### config.mk
export PLATFORM = sky130hd
export DESIGN_NAME = ffha_ram
export DESIGN_NICKNAME = d
export VERILOG_FILES = /design/src/rtl/ffha_ram.sv
export SDC_FILE = /design/constraint.sdc
export NUM_CORES = 1
export LEC_CHECK = 0
export ABC_AREA = 1
export BUFFER_PORTS_ARGS = -buffer_cell sky130_fd_sc_hd__buf_2
export CORE_MARGIN = 3
export CORE_UTILIZATION = 40
export DETAILED_ROUTE_END_ITERATION = 10
export PLACE_DENSITY_LB_ADDON = 0.2
export SETUP_SLACK_MARGIN = 0.5
export SLEW_MARGIN = 15
export SYNTH_ARGS = -nofsm -noshare
export SYNTH_HDL_FRONTEND = slang
export SYNTH_SLANG_ARGS = --single-unit
### constraint.sdc
create_clock -name clk -period 2.95 [get_ports clk]
set_clock_uncertainty 0.2 [all_clocks]
set_input_delay 0.295 -clock clk [delete_from_list [all_inputs] [get_ports clk]]
set_output_delay 0.295 -clock clk [all_outputs]
set_load 0.01 [all_outputs]
### src/rtl/ffha_ram.sv
// Generic single-write, single-read RAM with registered read data.
module ffha_ram #(
  parameter int WIDTH = 8,
  parameter int DEPTH = 64
) (
  input  logic                     clk,
  input  logic                     we,
  input  logic [$clog2(DEPTH)-1:0] waddr,
  input  logic [WIDTH-1:0]         wdata,
  input  logic [$clog2(DEPTH)-1:0] raddr,
  output logic [WIDTH-1:0]         rdata
);

  logic [WIDTH-1:0] mem [DEPTH];

  always_ff @(posedge clk) begin
    if (we) begin
      mem[waddr] <= wdata;
    end
    rdata <= mem[raddr];
  end

endmodule

==> results of run 1 <==
-- final cells by class --
type	count	area, sq um	area share, %
antenna	2	5.00	0.0206
clock buffer	72	1440	5.94
clock inverter	28	181	0.748
inverter	12	52.6	0.217
multi-input combinational	1160	4950	20.4
sequential	520	15500	64.1
tap	688	861	3.55
timing repair buffer	146	1220	5.03
-- cells by family after synthesis --
family	Yosys count	share of synthesized area, %
simple gates	1160	23.2
buf+inv	125	4.02
flops	520	72.8
-- sequential cells by signal (all words and copies together), names as in the netlist --
name / count
mem: 512
rdata: 8
-- per-stage QoR --
stage	area (sq um)	instances	power, uW	hold slack, ps	util, %
2_1_floorplan	21300	1805	8930	194	-
3_3_place_gp	22600	2522	9350	466	42.9
3_5_place_dp	22600	2522	9360	471	42.9
4_1_cts	24200	2626	15700	6.33	46.0
5_1_grt	24200	2626	16100	42.9	46.0
6_report	24200	2628	15500	42.6	46.0
-- critical path, delay by kind of cell --
family | cells | cell delay [ps]
and+or+nand+nor | 3 | 380
buffers and inverters | 4 | 1920
-- final timing paths --
path	startpoint	endpoint	depth (start not counted)
worst max-delay path	raddr[4]	rdata[0]	7
worst min-delay path	wdata[4]	mem[14][4]	1
worst max register to register	mem[43][0]	rdata[0]	9
worst min register to register	mem[52][1]	rdata[1]	8
-- layout by cell type (no fill, tap or decap), types with 2 or more instances in the layout --
cell type	netlist	layout
nand2_1	648	648
edfxtp_1	512	512
nand3_1	439	439
buf_4	14	100
nor2_1	56	56
clkbuf_16	0	55
buf_2	37	27
clkbuf_1	15	17
clkinv_1	0	15
buf_12	0	14
inv_1	10	9
nand4_1	9	9
nor4_1	8	8
clkinv_2	0	8
dfxtp_1	8	8
dlygate4sd3_1	0	4
inv_6	1	3
diode_2	0	2
bufinv_16	0	2
-- routing by layer --
layer	routed length (um)	track usage (%)	share of wire [%]	up-vias
met5	0	0	0	-
met2	25500	30.3	46	491
met4	1090	5.28	2.0	0
met3	3930	3.21	7.1	71
met1	25200	29.2	45	6805
li1	-	-	-	6533
-- report_power, final --
part	total [uW]	switching [uW]	internal, uW	leakage (uW)
Clock	6310	2720	3590	0.000790
Combinational	1000	730	270	0.00335
Sequential	8200	26.8	8180	0.00467
==> impl_metrics.tcl, run 1 <==
set metrics [dict create \
    status "finished clean" \
    grt_pass1_wl_mm 84.1 \
    drv_cap 0 \
    yosysMostFrequentCell "nand2_1" \
    cts_max_level 2 \
    grt_overflow 0 \
    finalSetupViolations 0 \
    first_pass_iters 5 \
    root_buffer "clkbuf_16" \
    vias 13900 \
    critPathMaxStageDelay_ps 570 \
    cts_resized 0 \
    grt_max_degree 112 \
    cellLeakagePower_uw 0.00882 \
    yosysWarnings 0 \
    grt_pass1_vias 13200 \
    core-area_sq_um 52700 \
    die_w_um 237 \
    p_per_area_nw_per_um2 640 \
    ir_drop_mv 0.408 \
    worst_setup_path_end_kind "flip-flop" \
    path_class "in -> reg" \
    rsz0062_at_grt "no" \
    nets 1916 \
    cp-start-kind "primary input" \
    fin_crit_sh_pct 78.9 \
    row_count 84 \
    place.gp.congestion 0.815 \
    slew_headroom_pct 37.1 \
    tns_ps 0 \
    max_freq_mhz 430 \
    cts_tree "built" \
    grt_antenna_before_repair 1 \
    grt_usage_pct 19.7 \
    dp_hpwl_mm 32.6 \
    hold_violations 0 \
    cts_hold_buf 4 \
    routed_wl_mm 55.7 \
    clock_path_buffers 3 \
    netlist_instances 1805 \
    initial_core_util_pct 40.5 \
    drt_iter0_drc 1458 \
    synth-seq-area-share_pct 72.8 \
    cp_cell_sequence "dlygate4sd3_1 -> buf_2 -> inv_1 -> nand3_1 -> nand3_1 -> dlygate4sd3_1 -> nand2_1" \
    synth_edf_count 512 \
    layout-drive-gt1-share_pct 11.0 \
    async_flop_share_pct 0 \
    clock-sinks 520 \
    setup_slack_ps 624 \
    synth_area_leaders "edfxtp_1 72%, nand2_1 11%, nand3_1 10%, buf_6 1.8%, nor2_1 0.99%" \
    finalMaxSlewViolations 0 \
    drc_errors 0 \
    slowest_stage "dlygate4sd3_1" \
    dieHeight_um 237 \
    arrival_ps 2600 \
    min_path_type "in -> reg" \
    r2r_slack_ps 990 \
    io_pins 30 \
    viasPerCell 5.29 \
    dieArea_sq_um 56200 \
    cts.clk_slew.worst_paths_ps 60 \
    ys_ff_latch 520 \
    pre_cts_ws_ps 475 \
    post_cts_buffers 0 \
    port_buffers 29 \
    synth.top_cells.by_count "648 x nand2_1, 512 x edfxtp_1, 439 x nand3_1" \
    synth_fp_nets 1827 \
    yosysTopAreaCell "edfxtp_1" \
    num-fill-cells 4818 \
    antenna_left 0 \
    avgSynthCellArea_sq_um 11.8 \
    path_max_fanout 17 \
    syn_area_sq_um 21300 \
    clk_latency_ps 590 \
    ys_types 16 \
    synth_top_cell_area_share_pct 72.0 \
    synthFlopType "edfxtp_1" \
    area_growth_pct 13.6 \
    cts_buffers 54 \
    worst_pin_slew_ps 943 \
    required_ps 3230 \
    drt-wirelength-per-cell_um 21.2 \
    finalCriticalPeriod_ps 2330 \
]
Power figures use the tool's default switching activity.
==> run 2: changes to the inputs <==
clock period = 2 ns   (was 2.95 ns; I/O delays follow)
==> impl_metrics.tcl, run 2 (synthesis results as in run 1) <==
set metrics [dict create \
    pre_cts_ws_ps -77.1 \
    cts_max_level 2 \
    regMostFlops "mem" \
    drv_cap 0 \
    cp_top_family "flip-flops" \
    hold_violations 0 \
    grt_antenna_before_repair 0 \
    p_switching_uw 5290 \
    reg.largest.list "mem x512, rdata x8" \
    cts_buffers 55 \
    cp_cell_sequence "buf_6" \
    intPower_uw 18300 \
    path_max_fanout 1 \
    post_cts_buffers 0 \
    cts_tree "built" \
    grt_overflow 0 \
    path_class "reg -> out" \
    layout_commonest_cell "nand2_1" \
    power_frac_seq_pct 51.2 \
    grt_pass1_vias 13700 \
    r2r_slack_ps 570 \
    dp_hpwl_mm 34.2 \
    finalSetupViolations 0 \
    port_buffers 29 \
    rsz0062_at_grt "yes" \
    critical_path_buf_inv_count 1 \
    finalMaxSlewViolations 0 \
    initial_core_util_pct 40.5 \
    critPathMaxStageDelay_ps 360 \
    slew_headroom_pct 39.6 \
    fin_crit_sh_pct 74.1 \
    area_growth_pct 18.2 \
    clock-sinks 520 \
    required_ps 1600 \
    min_path_type "in -> reg" \
    layout-drive-gt1-share_pct 16.5 \
    first_pass_iters 6 \
    final_area_sq_um 25200 \
    clock_path_buffers 3 \
    cts.clk_slew.worst_paths_ps 60 \
    largest_reg_flops 512 \
    layout_common_cells "641 x nand2_1, 512 x edfxtp_1, 396 x nand3_1" \
    slowest_stage "dfxtp_4" \
    cellLeakagePower_uw 0.00905 \
    dieHeight_um 237 \
    antenna_cells 0 \
    p_clk_share_pct 41.6 \
    drt_iter0_drc 1432 \
    grt_usage_pct 20.1 \
    drc_errors 0 \
    viasPerCell 5.34 \
    max_freq_mhz 674 \
    dieArea_sq_um 56200 \
    io_pins 30 \
    drt-wirelength-per-cell_um 21.3 \
    finalCriticalPeriod_ps 1480 \
    worst_pin_slew_ps 903 \
    worst_setup_path_end_kind "output port" \
    die_w_um 237 \
    p_sw_share_pct 22.4 \
    num-fill-cells 4702 \
    place_area_sq_um 23100 \
    nets 1922 \
    status "finished clean" \
    root_buffer "clkbuf_16" \
    routed_wl_mm 56.1 \
    p_comb_share_pct 7.2 \
    ir_drop_mv 0.628 \
    antenna_left 0 \
    place.gp.congestion 0.824 \
    setup_slack_ps 517 \
    row_count 84 \
    grt_max_degree 65 \
    arrival_ps 1080 \
    cp-start-kind "flip-flop" \
    clk_latency_ps 600 \
    grt_pass1_wl_mm 85.7 \
    p_per_area_nw_per_um2 938 \
    vias 14000 \
    core-area_sq_um 52700 \
]
run 2: changes by cell type in the layout (fill, tap and decap cells not counted), sizes merged:
cell / previous run / this run
diode: 2 / 0
bufinv: 2 / 4
clkinv: 23 / 19
clkbuf: 73 / 77
inv: 14 / 12
dlygate4sd3: 4 / 8
buf: 141 / 142
run 2: final cells by class:
cell class | count | area, sq um | share of cell area (%)
Inverter | 12 | 73.8 | 0.293
Sequential cell | 520 | 15600 | 61.7
Clock inverter | 24 | 216 | 0.858
Tap cell | 688 | 861 | 3.41
Clock buffer | 76 | 1510 | 5.98
Timing Repair Buffer | 151 | 1540 | 6.09
Multi-Input combinational cell | 1160 | 5470 | 21.7
run 2: metal layers:
layer	part of all wire, %	wire (um)	GRT usage [%]	vias to the layer above
li1	-	-	-	6550
met2	46	25800	30.9	492
met5	0	0	0	-
met4	2.4	1370	5.99	0
met3	6.5	3630	2.78	87
met1	45	25300	29.7	6920
run 2: timing repair:
| item | CTS | global route |
|---|---|---|
| gates resized for setup | 19 | 45 |
| endpoints found under the hold margin | 361 | 0 |
| setup endpoints to repair | 9 | 18 |
| pin swaps | 1 | 7 |
| hold buffers | 8 | 0 |
run 2: power by group through the flow:
stage                     sequential, uW  combinational [uW]  clock [uW]
after detailed placement           12300                1630           0
after CTS                          12100                1670       10000
after global placement             12300                1620           0
after floorplan                    12300                 902           0
final                              12100                1700        9830
after global routing               12100                1860       10500
run 2: metrics by stage:
step	setup TNS (ps)	power (uW)	util, %	hold WS [ps]	cells
6_report	0	23600	47.9	74.1	2631
5_1_grt	0	24400	47.9	67.9	2631
4_1_cts	0	23800	47.5	16.1	2631
3_5_place_dp	-696	14000	44.0	398	2523
3_3_place_gp	-742	13900	44.0	392	2523
2_1_floorplan	0	13200	-	98.9	1805
run 2: path summary, 6_finish.rpt:
kind,from,endpoint,cells after the start
worst max-delay path,rdata[4],rdata[4],1
worst min-delay path,waddr[1],mem[48][3],3
worst max register to register,mem[49][1],rdata[1],8
worst min register to register,mem[36][0],rdata[0],8
